### src/hdl/brsr_pkg.sv
// brsr_pkg: shared types, codes and helpers of the block request splitter
// with retry. No dependencies.
`timescale 1ns / 1ps

package brsr_pkg;

  // input operation codes
  localparam logic [1:0] OP_READ  = 2'd0;
  localparam logic [1:0] OP_WRITE = 2'd1;
  localparam logic [1:0] OP_FLUSH = 2'd2;
  localparam logic [1:0] OP_CMPL  = 2'd3;

  // result kinds
  localparam logic [1:0] KIND_READ  = 2'd0;
  localparam logic [1:0] KIND_WRITE = 2'd1;
  localparam logic [1:0] KIND_FLUSH = 2'd2;
  localparam logic [1:0] KIND_DONE  = 2'd3;

  // finish codes
  localparam logic [1:0] RC_OK      = 2'd0;
  localparam logic [1:0] RC_INVALID = 2'd1;
  localparam logic [1:0] RC_IOERR   = 2'd2;
  localparam logic [1:0] RC_BUSY    = 2'd3;

  // configuration register indexes
  localparam logic [1:0] REG_PART_OFFSET  = 2'd0;
  localparam logic [1:0] REG_PART_SECTORS = 2'd1;
  localparam logic [1:0] REG_MAX_CHUNK    = 2'd2;
  localparam logic [1:0] REG_FLUSH_SUP    = 2'd3;

  localparam logic [15:0] MAX_CHUNK_RESET = 16'd128;

  // queue between front and back
  localparam int QDEPTH = 2;
  localparam int QPTR_W = (QDEPTH > 1) ? $clog2(QDEPTH) : 1;
  localparam int QCNT_W = $clog2(QDEPTH + 1);

  typedef struct packed {
    logic [15:0] max_chunk;
    logic        flush_supported;
  } cfg_t;

  // classified item handed from front to back
  typedef struct packed {
    logic [1:0]  op;
    logic        bad;       // read/write refused as invalid
    logic [31:0] abs_lba;   // lba plus partition offset, wrapped
    logic [31:0] count;
    logic [15:0] chunk0;    // size of the first chunk
    logic        ok;
  } q_item_t;

  typedef struct packed {
    logic [1:0]  kind;
    logic [31:0] disk_lba;
    logic [15:0] chunk_sectors;
    logic [1:0]  result_code;
  } out_item_t;

  // per-transfer limit, zero treated as one
  function automatic logic [15:0] chunk_limit(input logic [15:0] max_chunk);
    chunk_limit = (max_chunk == 16'd0) ? 16'd1 : max_chunk;
  endfunction

  // smaller of the sectors left and the limit
  function automatic logic [15:0] chunk_min(input logic [31:0] left,
                                            input logic [15:0] lim);
    if (left[31:16] != 16'd0)
      chunk_min = lim;
    else if (left[15:0] < lim)
      chunk_min = left[15:0];
    else
      chunk_min = lim;
  endfunction

endpackage

### src/hdl/brsr_front.sv
// brsr_front: classifies incoming items (bound check, address offset,
// first chunk size) before they enter the queue. Uses brsr_pkg.
`timescale 1ns / 1ps

module brsr_front (
  input  logic [1:0]        op,
  input  logic [31:0]       lba,
  input  logic [31:0]       count,
  input  logic              status_ok,
  input  logic [31:0]       part_offset,
  input  logic [31:0]       part_sectors,
  input  logic [15:0]       max_chunk,
  output brsr_pkg::q_item_t item
);

  logic [32:0] end_sum;
  logic [15:0] lim;

  // bound check without wrap, address offset with wrap
  assign end_sum = {1'b0, lba} + {1'b0, count};
  assign lim     = brsr_pkg::chunk_limit(max_chunk);

  always_comb begin
    item.op      = op;
    item.bad     = (count == 32'd0) || (end_sum > {1'b0, part_sectors});
    item.abs_lba = lba + part_offset;
    item.count   = count;
    item.chunk0  = brsr_pkg::chunk_min(count, lim);
    item.ok      = status_ok;
  end

endmodule

### src/hdl/brsr_queue.sv
// brsr_queue: short register queue of classified items between the front
// and the back. Uses brsr_pkg.
`timescale 1ns / 1ps

module brsr_queue (
  input  logic              clk,
  input  logic              rst_n,
  input  logic              push,
  input  brsr_pkg::q_item_t push_item,
  input  logic              pop,
  output brsr_pkg::q_item_t head,
  output logic              empty,
  output logic              full
);

  brsr_pkg::q_item_t                  mem_r [brsr_pkg::QDEPTH];
  logic [brsr_pkg::QPTR_W-1:0]        wr_ptr_r, wr_ptr_nxt;
  logic [brsr_pkg::QPTR_W-1:0]        rd_ptr_r, rd_ptr_nxt;
  logic [brsr_pkg::QCNT_W-1:0]        cnt_r, cnt_nxt;

  localparam logic [brsr_pkg::QPTR_W-1:0] PTR_LAST = brsr_pkg::QPTR_W'(brsr_pkg::QDEPTH - 1);
  localparam logic [brsr_pkg::QCNT_W-1:0] CNT_FULL = brsr_pkg::QCNT_W'(brsr_pkg::QDEPTH);

  assign empty = (cnt_r == '0);
  assign full  = (cnt_r == CNT_FULL);
  assign head  = mem_r[rd_ptr_r];

  // pointer and fill count update
  always_comb begin
    wr_ptr_nxt = wr_ptr_r;
    rd_ptr_nxt = rd_ptr_r;
    cnt_nxt    = cnt_r;
    if (push)
      wr_ptr_nxt = (wr_ptr_r == PTR_LAST) ? '0 : wr_ptr_r + 1'b1;
    if (pop)
      rd_ptr_nxt = (rd_ptr_r == PTR_LAST) ? '0 : rd_ptr_r + 1'b1;
    if (push && !pop)
      cnt_nxt = cnt_r + 1'b1;
    else if (pop && !push)
      cnt_nxt = cnt_r - 1'b1;
  end

  always_ff @(posedge clk) begin
    if (!rst_n) begin
      wr_ptr_r <= '0;
      rd_ptr_r <= '0;
      cnt_r    <= '0;
    end else begin
      wr_ptr_r <= wr_ptr_nxt;
      rd_ptr_r <= rd_ptr_nxt;
      cnt_r    <= cnt_nxt;
    end
  end

  // storage
  always_ff @(posedge clk) begin
    if (push)
      mem_r[wr_ptr_r] <= push_item;
  end

endmodule

### src/hdl/brsr_back.sv
// brsr_back: executes classified items against the request state, issues
// chunks, retries and finishes; holds the output register. Uses brsr_pkg.
`timescale 1ns / 1ps

module brsr_back #(
  parameter int RETRY_LIMIT = 3
) (
  input  logic                clk,
  input  logic                rst_n,
  input  brsr_pkg::q_item_t   head,
  input  logic                empty,
  output logic                pop,
  input  brsr_pkg::cfg_t      cfg,
  output logic                out_valid,
  input  logic                out_ready,
  output brsr_pkg::out_item_t out_item
);

  localparam logic [1:0] LIMIT = 2'(RETRY_LIMIT);

  logic        busy_r, busy_nxt;
  logic [1:0]  kind_r, kind_nxt;
  logic [31:0] cur_lba_r, cur_lba_nxt;   // base plus sectors done
  logic [31:0] rem_r, rem_nxt;           // sectors not yet completed
  logic [15:0] chunk_r, chunk_nxt;
  logic [1:0]  att_r, att_nxt;
  logic        out_valid_r;
  brsr_pkg::out_item_t out_r, res;
  logic        emit;
  logic        go;

  logic [15:0] lim;
  logic [31:0] rem_after;
  logic [31:0] lba_after;

  assign lim       = brsr_pkg::chunk_limit(cfg.max_chunk);
  assign rem_after = rem_r - {16'd0, chunk_r};
  assign lba_after = cur_lba_r + {16'd0, chunk_r};

  // one item per cycle while the output register is free or draining
  assign go  = !empty && (!out_valid_r || out_ready);
  assign pop = go;

  // item execution
  always_comb begin
    busy_nxt    = busy_r;
    kind_nxt    = kind_r;
    cur_lba_nxt = cur_lba_r;
    rem_nxt     = rem_r;
    chunk_nxt   = chunk_r;
    att_nxt     = att_r;
    emit        = 1'b0;
    res         = '{kind: brsr_pkg::KIND_DONE, disk_lba: 32'd0,
                    chunk_sectors: 16'd0, result_code: brsr_pkg::RC_OK};
    if (head.op == brsr_pkg::OP_CMPL) begin
      if (busy_r) begin
        emit = 1'b1;
        if (head.ok && (kind_r == brsr_pkg::KIND_FLUSH || rem_after == 32'd0)) begin
          busy_nxt = 1'b0;
          att_nxt  = 2'd0;
        end else if (head.ok) begin
          // next chunk
          rem_nxt     = rem_after;
          cur_lba_nxt = lba_after;
          chunk_nxt   = brsr_pkg::chunk_min(rem_after, lim);
          att_nxt     = 2'd1;
          res.kind          = kind_r;
          res.disk_lba      = lba_after;
          res.chunk_sectors = brsr_pkg::chunk_min(rem_after, lim);
        end else if (att_r < LIMIT) begin
          // retry the same chunk or flush
          att_nxt           = att_r + 2'd1;
          res.kind          = kind_r;
          res.disk_lba      = cur_lba_r;
          res.chunk_sectors = chunk_r;
        end else begin
          busy_nxt        = 1'b0;
          att_nxt         = 2'd0;
          res.result_code = brsr_pkg::RC_IOERR;
        end
      end
    end else begin
      emit = 1'b1;
      if (busy_r) begin
        res.result_code = brsr_pkg::RC_BUSY;
      end else if (head.op == brsr_pkg::OP_FLUSH) begin
        if (cfg.flush_supported) begin
          busy_nxt    = 1'b1;
          kind_nxt    = brsr_pkg::KIND_FLUSH;
          cur_lba_nxt = 32'd0;
          rem_nxt     = 32'd0;
          chunk_nxt   = 16'd0;
          att_nxt     = 2'd1;
          res.kind    = brsr_pkg::KIND_FLUSH;
        end
      end else if (head.bad) begin
        res.result_code = brsr_pkg::RC_INVALID;
      end else begin
        // start of a read or write
        busy_nxt          = 1'b1;
        kind_nxt          = head.op;
        cur_lba_nxt       = head.abs_lba;
        rem_nxt           = head.count;
        chunk_nxt         = head.chunk0;
        att_nxt           = 2'd1;
        res.kind          = head.op;
        res.disk_lba      = head.abs_lba;
        res.chunk_sectors = head.chunk0;
      end
    end
  end

  // request state
  always_ff @(posedge clk) begin
    if (!rst_n) begin
      busy_r <= 1'b0;
      att_r  <= 2'd0;
    end else if (go) begin
      busy_r <= busy_nxt;
      att_r  <= att_nxt;
    end
  end

  always_ff @(posedge clk) begin
    if (go) begin
      kind_r    <= kind_nxt;
      cur_lba_r <= cur_lba_nxt;
      rem_r     <= rem_nxt;
      chunk_r   <= chunk_nxt;
    end
  end

  // output register
  always_ff @(posedge clk) begin
    if (!rst_n)
      out_valid_r <= 1'b0;
    else if (go)
      out_valid_r <= emit;
    else if (out_ready)
      out_valid_r <= 1'b0;
  end

  always_ff @(posedge clk) begin
    if (go && emit)
      out_r <= res;
  end

  assign out_valid = out_valid_r;
  assign out_item  = out_r;

  // checks
  a_busy_att: assert property (@(posedge clk) disable iff (!rst_n)
    busy_r |-> att_r != 2'd0)
    else $error("request in flight with no attempt counted");

  a_att_lim: assert property (@(posedge clk) disable iff (!rst_n)
    att_r <= LIMIT)
    else $error("attempt count above retry limit");

  a_chunk_fit: assert property (@(posedge clk) disable iff (!rst_n)
    (busy_r && kind_r != brsr_pkg::KIND_FLUSH) |->
      (chunk_r != 16'd0 && {16'd0, chunk_r} <= rem_r))
    else $error("chunk empty or larger than sectors left");

  a_no_pop_stall: assert property (@(posedge clk) disable iff (!rst_n)
    (out_valid_r && !out_ready) |-> !pop)
    else $error("queue popped while result is stalled");

endmodule

### src/hdl/block_request_split_retry_unit.sv
// block_request_split_retry_unit: top level of the block request splitter
// with retry; holds configuration, ties front, queue and back together.
// Uses brsr_pkg, brsr_front, brsr_queue, brsr_back.
//
//   channel | dir | handshake          | payload
//   in_     | in  | in_tvalid/tready   | tuser: op; tdata: lba, count, status_ok
//   out_    | out | out_tvalid/tready  | tuser: kind; tdata: disk_lba, chunk_sectors,
//           |     |                    |        result_code
//   cfg_    | in  | cfg_we             | cfg_index, cfg_wdata
//
// An item enters the queue when it is accepted; from the queue head the single
// back execution stage registers its result in the output register: one item
// per cycle sustained while out_tready does not stall the output register.
// Synchronous active-low reset clears queue, request state and output valid.
// in_tready drops only when the two-entry queue is full; out_tready stalls
// hold the output register and stop the back stage.
`timescale 1ns / 1ps

module block_request_split_retry_unit #(
  parameter int RETRY_LIMIT = 3
) (
  input  logic        clk,
  input  logic        rst_n,
  input  logic        in_tvalid,
  output logic        in_tready,
  input  logic [1:0]  in_tuser,   // op
  input  logic [71:0] in_tdata,   // lba[31:0], count[63:32], status_ok[64], zero pad
  output logic        out_tvalid,
  input  logic        out_tready,
  output logic [1:0]  out_tuser,  // kind
  output logic [55:0] out_tdata,  // disk_lba[31:0], chunk_sectors[47:32],
                                  // result_code[49:48], zero pad
  input  logic        cfg_we,
  input  logic [1:0]  cfg_index,
  input  logic [31:0] cfg_wdata
);

  logic [31:0] part_offset_r;
  logic [31:0] part_sectors_r;
  logic [15:0] max_chunk_r;
  logic        flush_sup_r;

  brsr_pkg::q_item_t   cls_item, head;
  brsr_pkg::out_item_t res;
  brsr_pkg::cfg_t      cfg;
  logic                q_empty, q_full, q_pop, q_push;

  // configuration registers
  always_ff @(posedge clk) begin
    if (!rst_n) begin
      part_offset_r  <= 32'd0;
      part_sectors_r <= 32'd0;
      max_chunk_r    <= brsr_pkg::MAX_CHUNK_RESET;
      flush_sup_r    <= 1'b1;
    end else if (cfg_we) begin
      unique case (cfg_index)
        brsr_pkg::REG_PART_OFFSET:  part_offset_r  <= cfg_wdata;
        brsr_pkg::REG_PART_SECTORS: part_sectors_r <= cfg_wdata;
        brsr_pkg::REG_MAX_CHUNK:    max_chunk_r    <= cfg_wdata[15:0];
        brsr_pkg::REG_FLUSH_SUP:    flush_sup_r    <= cfg_wdata[0];
        default: ;
      endcase
    end
  end

  assign cfg = '{max_chunk: max_chunk_r, flush_supported: flush_sup_r};

  // front: classify
  brsr_front u_front (
    .op           (in_tuser),
    .lba          (in_tdata[31:0]),
    .count        (in_tdata[63:32]),
    .status_ok    (in_tdata[64]),
    .part_offset  (part_offset_r),
    .part_sectors (part_sectors_r),
    .max_chunk    (max_chunk_r),
    .item         (cls_item)
  );

  assign in_tready = !q_full;
  assign q_push    = in_tvalid && !q_full;

  // queue between front and back
  brsr_queue u_queue (
    .clk       (clk),
    .rst_n     (rst_n),
    .push      (q_push),
    .push_item (cls_item),
    .pop       (q_pop),
    .head      (head),
    .empty     (q_empty),
    .full      (q_full)
  );

  // back: execute
  brsr_back #(
    .RETRY_LIMIT (RETRY_LIMIT)
  ) u_back (
    .clk       (clk),
    .rst_n     (rst_n),
    .head      (head),
    .empty     (q_empty),
    .pop       (q_pop),
    .cfg       (cfg),
    .out_valid (out_tvalid),
    .out_ready (out_tready),
    .out_item  (res)
  );

  assign out_tuser = res.kind;
  assign out_tdata = {6'd0, res.result_code, res.chunk_sectors, res.disk_lba};

endmodule

### config.mk
export PLATFORM = sky130hd
export DESIGN_NAME = block_request_split_retry_unit
export DESIGN_NICKNAME = d
export VERILOG_FILES = /design/src/hdl/brsr_pkg.sv /design/src/hdl/brsr_front.sv /design/src/hdl/brsr_queue.sv /design/src/hdl/brsr_back.sv /design/src/hdl/block_request_split_retry_unit.sv
export SDC_FILE = /design/constraint.sdc
export NUM_CORES = 1
export LEC_CHECK = 0
export BUFFER_PORTS_ARGS = -buffer_cell sky130_fd_sc_hd__buf_4
export CORE_ASPECT_RATIO = 0.8
export CORE_MARGIN = 1.5
export CORE_UTILIZATION = 60
export CTS_CLUSTER_DIAMETER = 40
export CTS_CLUSTER_SIZE = 40
export DETAILED_ROUTE_END_ITERATION = 16
export HOLD_SLACK_MARGIN = 0.02
export PLACE_DENSITY = 0.8
export REMOVE_ABC_BUFFERS = 1
export SYNTH_ARGS = -nofsm -noshare
export SYNTH_HDL_FRONTEND = slang
export SYNTH_SLANG_ARGS = --single-unit
### constraint.sdc
create_clock -name clk -period 21.1 [get_ports clk]
set_input_delay 0 -clock clk [delete_from_list [all_inputs] [get_ports clk]]
set_output_delay 0 -clock clk [all_outputs]
set_load 0.03 [all_outputs]
Yosys cells after proc, flatten, opt, wreduce, memory -nomap -nowiden
Memories as Yosys holds them, arrays and structs flattened. A register that Yosys moved wholly into a read port is not among the register bits.
Cells that the tools add are included.
{ "word_totals": {"wordCells": 154, "ff_bits": 223, "mem_count": 1, "ram_bits": 168, "out_inout_bits": 60} }
{ "mem_list": {"columns": ["memory", "depth", "width", "rd", "rd_clocked_by_memory_dff", "wr", "line_no", "source"], "rows": [
  ["u_queue.mem_r", 2, 84, 1, 1, 1, "brsr_queue.sv:16", "brsr_pkg::q_item_t mem_r [brsr_pkg::QDEPTH];"]
]} }
{ "classes": {"n_mux": 75, "magnitude_cmp": 4, "bitwise": 2, "n_eq_ne": 15, "reduce_logical": 30, "addsub": 9} }
{ "ops": {"columns": ["cell", "count"], "rows": [
  ["$mux W32", 15],
  ["$mux W50", 5],
  ["$mux W16", 13],
  ["$mux W52", 3],
  ["$logic_not A32 Y1", 2],
  ["$mux W2", 18],
  ["$add A32 B32 Y33", 1],
  ["$gt A33 B32 Y1", 1],
  ["$add A32 B16 Y32", 1],
  ["$add A32 B32 Y32", 1],
  ["$lt A16 B16 Y1", 2],
  ["$reduce_bool A16 Y1", 2],
  ["$sub A32 B16 Y32", 1],
  ["$mux W1", 21],
  ["$logic_not A16 Y1", 1],
  ["$eq A2 B2 Y1 const B", 6],
  ["$reduce_and A5 Y1", 2],
  ["$reduce_and A2 Y1", 4],
  ["$reduce_and A7 Y1", 1],
  ["$logic_and A1 B1 Y1", 6],
  ["$ne A2 B1 Y1 const B", 3],
  ["$ne A2 B2 Y1 const B", 3],
  ["$logic_not A1 Y1", 5],
  ["$add A2 B1 Y2 const B", 2],
  ["10 further kinds", 16]
]} }

Depth between registers and ports, before layout
{ "logic_depth": {"depth_word": 9, "ltp_mapped": 24, "ltp_nobuf": 24} }

Cells and area by module
Synthesis repeated with hierarchy kept, for this count alone.
{ "hier_totals": {"cells_unflattened": 2254, "area_unflattened_um2": 23841.6} }
{ "modules_own_cells": {"columns": ["module", "area_per_inst_um2", "seq_area_each_um2", "cells_per_inst", "instances"], "rows": [
  ["brsr_back", 9355.2, 4103.9, 976, 1],
  ["brsr_queue", 6298.5, 5144.9, 283, 1],
  ["brsr_front", 5007.3, 0.0, 683, 1],
  ["block_request_split_retry_unit", 3180.6, 1621.6, 312, 1]
]} }

Least setup slack after synthesis
No wires, ideal clock.
{ "synth_path": {"kind": "register to register", "startpoint": "register u_back.chunk_r[1]", "endpoint": "register u_back.chunk_r[0], enable pin", "stages_incl_launch_ff": 15, "setup_time_ps": 545, "arrival_time_ps": 6606, "setup_slack_ps": 13949, "path_buffers": 1, "synth_period_minus_slack_ps": 7151, "cell_sequence": "edfxtp_1 -> inv_1 -> ha_1 -> nor2b_1 -> o31ai_1 -> a21oi_1 -> a221o_1 -> buf_2 -> a2111oi_0 -> xnor2_1 -> nand4_1 -> nor4_2 -> nand2_1 -> nand2_1 -> a21oi_1"} }
{ "synth_between": {"elab_chain_cells": 6} }
{ "synth_rtl": {"columns": ["element", "line_no", "source"], "rows": [
  ["start, declared", "brsr_back.sv:25", "logic [15:0] chunk_r, chunk_nxt;"],
  ["start signal, assigned", "brsr_back.sv:129", "chunk_r <= chunk_nxt;"],
  ["$sub A32 B16 Y32", "brsr_back.sv:37", "assign rem_after = rem_r - {16'd0, chunk_r};"],
  ["$logic_not A32 Y1", "brsr_back.sv:58", "if (head.ok && (kind_r == brsr_pkg::KIND_FLUSH || rem_after == 32'd0)) begin"],
  ["$logic_or A1 B1 Y1", "brsr_back.sv:58", null],
  ["$logic_and A1 B1 Y1", "brsr_back.sv:58", null],
  ["$ne A2 B2 Y1 (no line)", null, null],
  ["$reduce_and A7 Y1 (no line)", null, null]
]} }
No other way between the ends.
A chain may end at the register's enable or synchronous reset.

==> qor.yml <==
via_per_inst: 6.32
ys_async_sr_fraction_pct: 0
grt_antenna_before_repair: 1
critical_path.max_stage_delay_ps: 660
finalWorstSetupSlack_ps: 15190
first_global_vias: 17500
period_share_pct: 28.0
path_buf_inv: 3
crit_chain: "dlygate4sd3_1 > buf_4 > ha_1 > inv_1 > fa_1 > nor2b_1 > o31a_1 > o31ai_1 > a311oi_1 > o221ai_1 > o21ai_0 > nand4_1 > a31o_2 > xnor2_1 > ha_1 > nand4_1 > or4_1 > or4_1 > and3_1 > o31ai_1 > nand3_1"
grt-ovfl-total: 0
ys_seq_area_share_pct: 48.1
grt_usage_pct: 32.7
clkSlewWorstSetupHoldPaths_ps: 70
hold_viol_final: 0
synth_ff_type: "edfxtp_1"
post_cts_buffers: 0
holdCritPathClass: "input port to flip-flop"
post_cts_resized: 0
pwr_density_cell_nw_per_um2: 129
rsz0062_at_grt: "false"
cts.sinks: 392
switching_share_pct: 39.6
fin_worst_skew_ps: 23.5
cts_buffer_depth: 3
clk_latency_ps: 570
syn_to_final_growth_pct: 18.5
die_h_um: 177
setup_viol: 0
row_count: 63
synth_edf_count: 302
max-slew-margin-rel_pct: 17.9
critPathLaunchType: "input port"
drtAntennaViolNets: 0
cp_top_family: "simple AND/OR/NAND/NOR gates"
grtUsageMet1_pct: 45.9
arrival_ps: 6160
dp_hpwl_mm: 44.5
fp.coreArea_sq_um: 37000
comb_power_share_pct: 41.1
die_area_sq_um: 38800
cp_max_fo: 6
internal_power_w: 0.00209
htreeDepth: 2
cp-end-kind: "flip-flop"
placed_area_sq_um: 24200
max_slew.worst_pin.slew_ps: 1230
gp_congestion: 0.924
synth_area_sq_um: 22600
grt_max_degree: 91
vias: 18300
synth_seq_cells: 392
cts_buffers: 47
outcome: "finished, final reports clean"
criticalPathCategory: "input port to flip-flop"
port_buffers: 159
cts_hold_buffers: 88
clock_power_share_pct: 24.9
met2_usage_pct: 50.3
regArea_sq_um: 10900
peakVddDrop_mv: 0.101
initial_utilization_pct: 60.9
power_frac_seq_pct: 34.0
fillers: 2641
wl_mm: 64.5
cts_tree: "yes"
yosysWarnings: 0
fin_util_pct: 72.2
holdWs_ps: 45.8
final_area_sq_um: 26800
remaining_drc_errors: 0
wire_per_inst_um: 22.2
grt_pass1_wl_mm: 97.1
io_pins: 173
drtIter0Drc: 2030
multi_input_area_sq_um: 11000
crit_slowest_cell: "or4_1"
drv_cap: 0
dr.pass1.iters: 6
power_leakage_nw: 10.3
busiest_layer: "met2"
syn_inst: 2143
die_w_um: 220
netSwitchingPower_w: 0.00137
fmax_mhz: 169
dp_worst_setup_slack_ps: 15350
drv_slew: 0
fin_crit_ps: 5910
crit_required_ps: 21340
synth_cell_types: 84
avgSynthCellArea_sq_um: 10.5
nets: 2653
root_buffer: "clkbuf_16"
drive_gt1_share_pct: 14.0
tns_ps: 0
met3_usage_pct: 4.81
-- worst paths after layout --
check	end	cells after the start	slack, ps	from
setup / recovery	u_queue.mem_r[0][81]$_DFFE_PP_	21	15190	in_tdata[32]
hold / removal	part_offset_r[0]$_SDFFE_PN0P_	5	50	cfg_index[0]
setup reg to reg	u_back.out_item[9]$_DFFE_PP_	17	15370	u_back.chunk_r[3]$_DFFE_PP_
hold reg to reg	part_sectors_r[25]$_SDFFE_PN0P_	2	470	part_sectors_r[25]$_SDFFE_PN0P_
-- cell usage after synthesis (15+ instances only) --
library cell,number,share of area [%]
nand2b_1,21,0.58
o22ai_1,45,1.2
edfxtp_1,302,40
nor2b_1,24,0.67
dfxtp_1,90,8.0
o221ai_1,25,0.97
o21ai_0,98,2.2
clkbuf_1,65,1.1
a21oi_1,99,2.2
and3_1,15,0.42
nand3_1,34,0.75
mux2i_1,79,3.5
ha_1,161,8.9
nor4_1,18,0.50
nand2_1,296,4.9
nand4_1,22,0.61
a21boi_0,82,2.7
a21o_1,51,1.7
mux2_2,42,2.1
o21a_1,22,0.73
nor2_1,86,1.4
xor2_1,46,1.8
nor3_1,32,0.71
inv_1,104,1.7
xnor2_1,74,2.9
-- registers in the layout (all words and copies together) (netlist names), 16 cells and up, named ones only --
| name | count |
|---|---|
| u_back.rem_r | 32 |
| u_queue.mem_r | 168 |
| max_chunk_r | 16 |
| part_offset_r | 32 |
| u_back.chunk_r | 16 |
| u_back.cur_lba_r | 32 |
| part_sectors_r | 32 |
| u_back.out_item | 52 |
-- cell usage in the layout, fill, tap and decap left out, types with 24 or more instances in the layout --
| cell type | count |
|---|---|
| nor2b_1 | 24 |
| o21ai_0 | 98 |
| o22ai_1 | 45 |
| nand3_1 | 34 |
| buf_4 | 174 |
| mux2i_1 | 78 |
| nand2_1 | 295 |
| dfxtp_1 | 89 |
| mux2_2 | 42 |
| xnor2_1 | 74 |
| a21boi_0 | 82 |
| inv_1 | 104 |
| clkbuf_16 | 51 |
| nor2_1 | 84 |
| a21o_1 | 51 |
| dlygate4sd3_1 | 88 |
| xor2_1 | 46 |
| a21oi_1 | 98 |
| o221ai_1 | 25 |
| edfxtp_1 | 302 |
| ha_1 | 161 |
| nor3_1 | 31 |
-- metrics by stage --
stage / power (W) / cells
final: 0.00346 / 2902
after CTS: 0.00343 / 2901
after global routing: 0.00362 / 2901
after floorplan: 0.00213 / 2064
after detailed placement: 0.00255 / 2725
after global placement: 0.00249 / 2725
-- power by group through the flow --
stage	Clock (W)	Sequential [W]	Combinational, W
floorplan	0	0.00128	0.000855
global placement	0	0.00118	0.00131
detailed placement	0	0.00119	0.00136
CTS	0.000868	0.00117	0.00139
global route	0.000901	0.00119	0.00153
finish	0.000861	0.00118	0.00142
-- worst register-to-register path: cells and delay by family, from the launching register on --
kind,cells,cell delay [ps]
compound gates,11,2750
fa+ha+maj,2,730
flops,1,490
xor+xnor,1,460
simple gates,1,420
mux,1,420
buf+inv,1,130
-- cell type report --
class / count / share of cell area (%)
Multi-Input combinational cell: 1566 / 41.2
Sequential cell: 392 / 40.6
Timing Repair Buffer: 262 / 8.17
Clock buffer: 53 / 4.80
Tap cell: 487 / 2.28
Inverter: 106 / 1.49
Clock inverter: 35 / 1.47
Antenna cell: 1 / 0.00935
-- routing by layer --
| metal | vias up | routed length (um) |
|---|---|---|
| li1 | 8405 | - |
| met1 | 8818 | 27700 |
| met2 | 940 | 28500 |
| met3 | 169 | 5340 |
| met4 | 0 | 3010 |
| met5 | - | 0 |
-- logic make-up after synthesis --
family,Yosys count,synth area share (%)
and+or+nand+nor,620,13.1
AOI/OAI and AO/OA,534,15.9
DFF,392,48.1
buffers and inverters,190,3.39
adders and majority gates,165,9.28
muxes,121,5.60
xor gates and xnor gates,120,4.66
other,1,0.0166
Power figures use the tool's default switching activity.
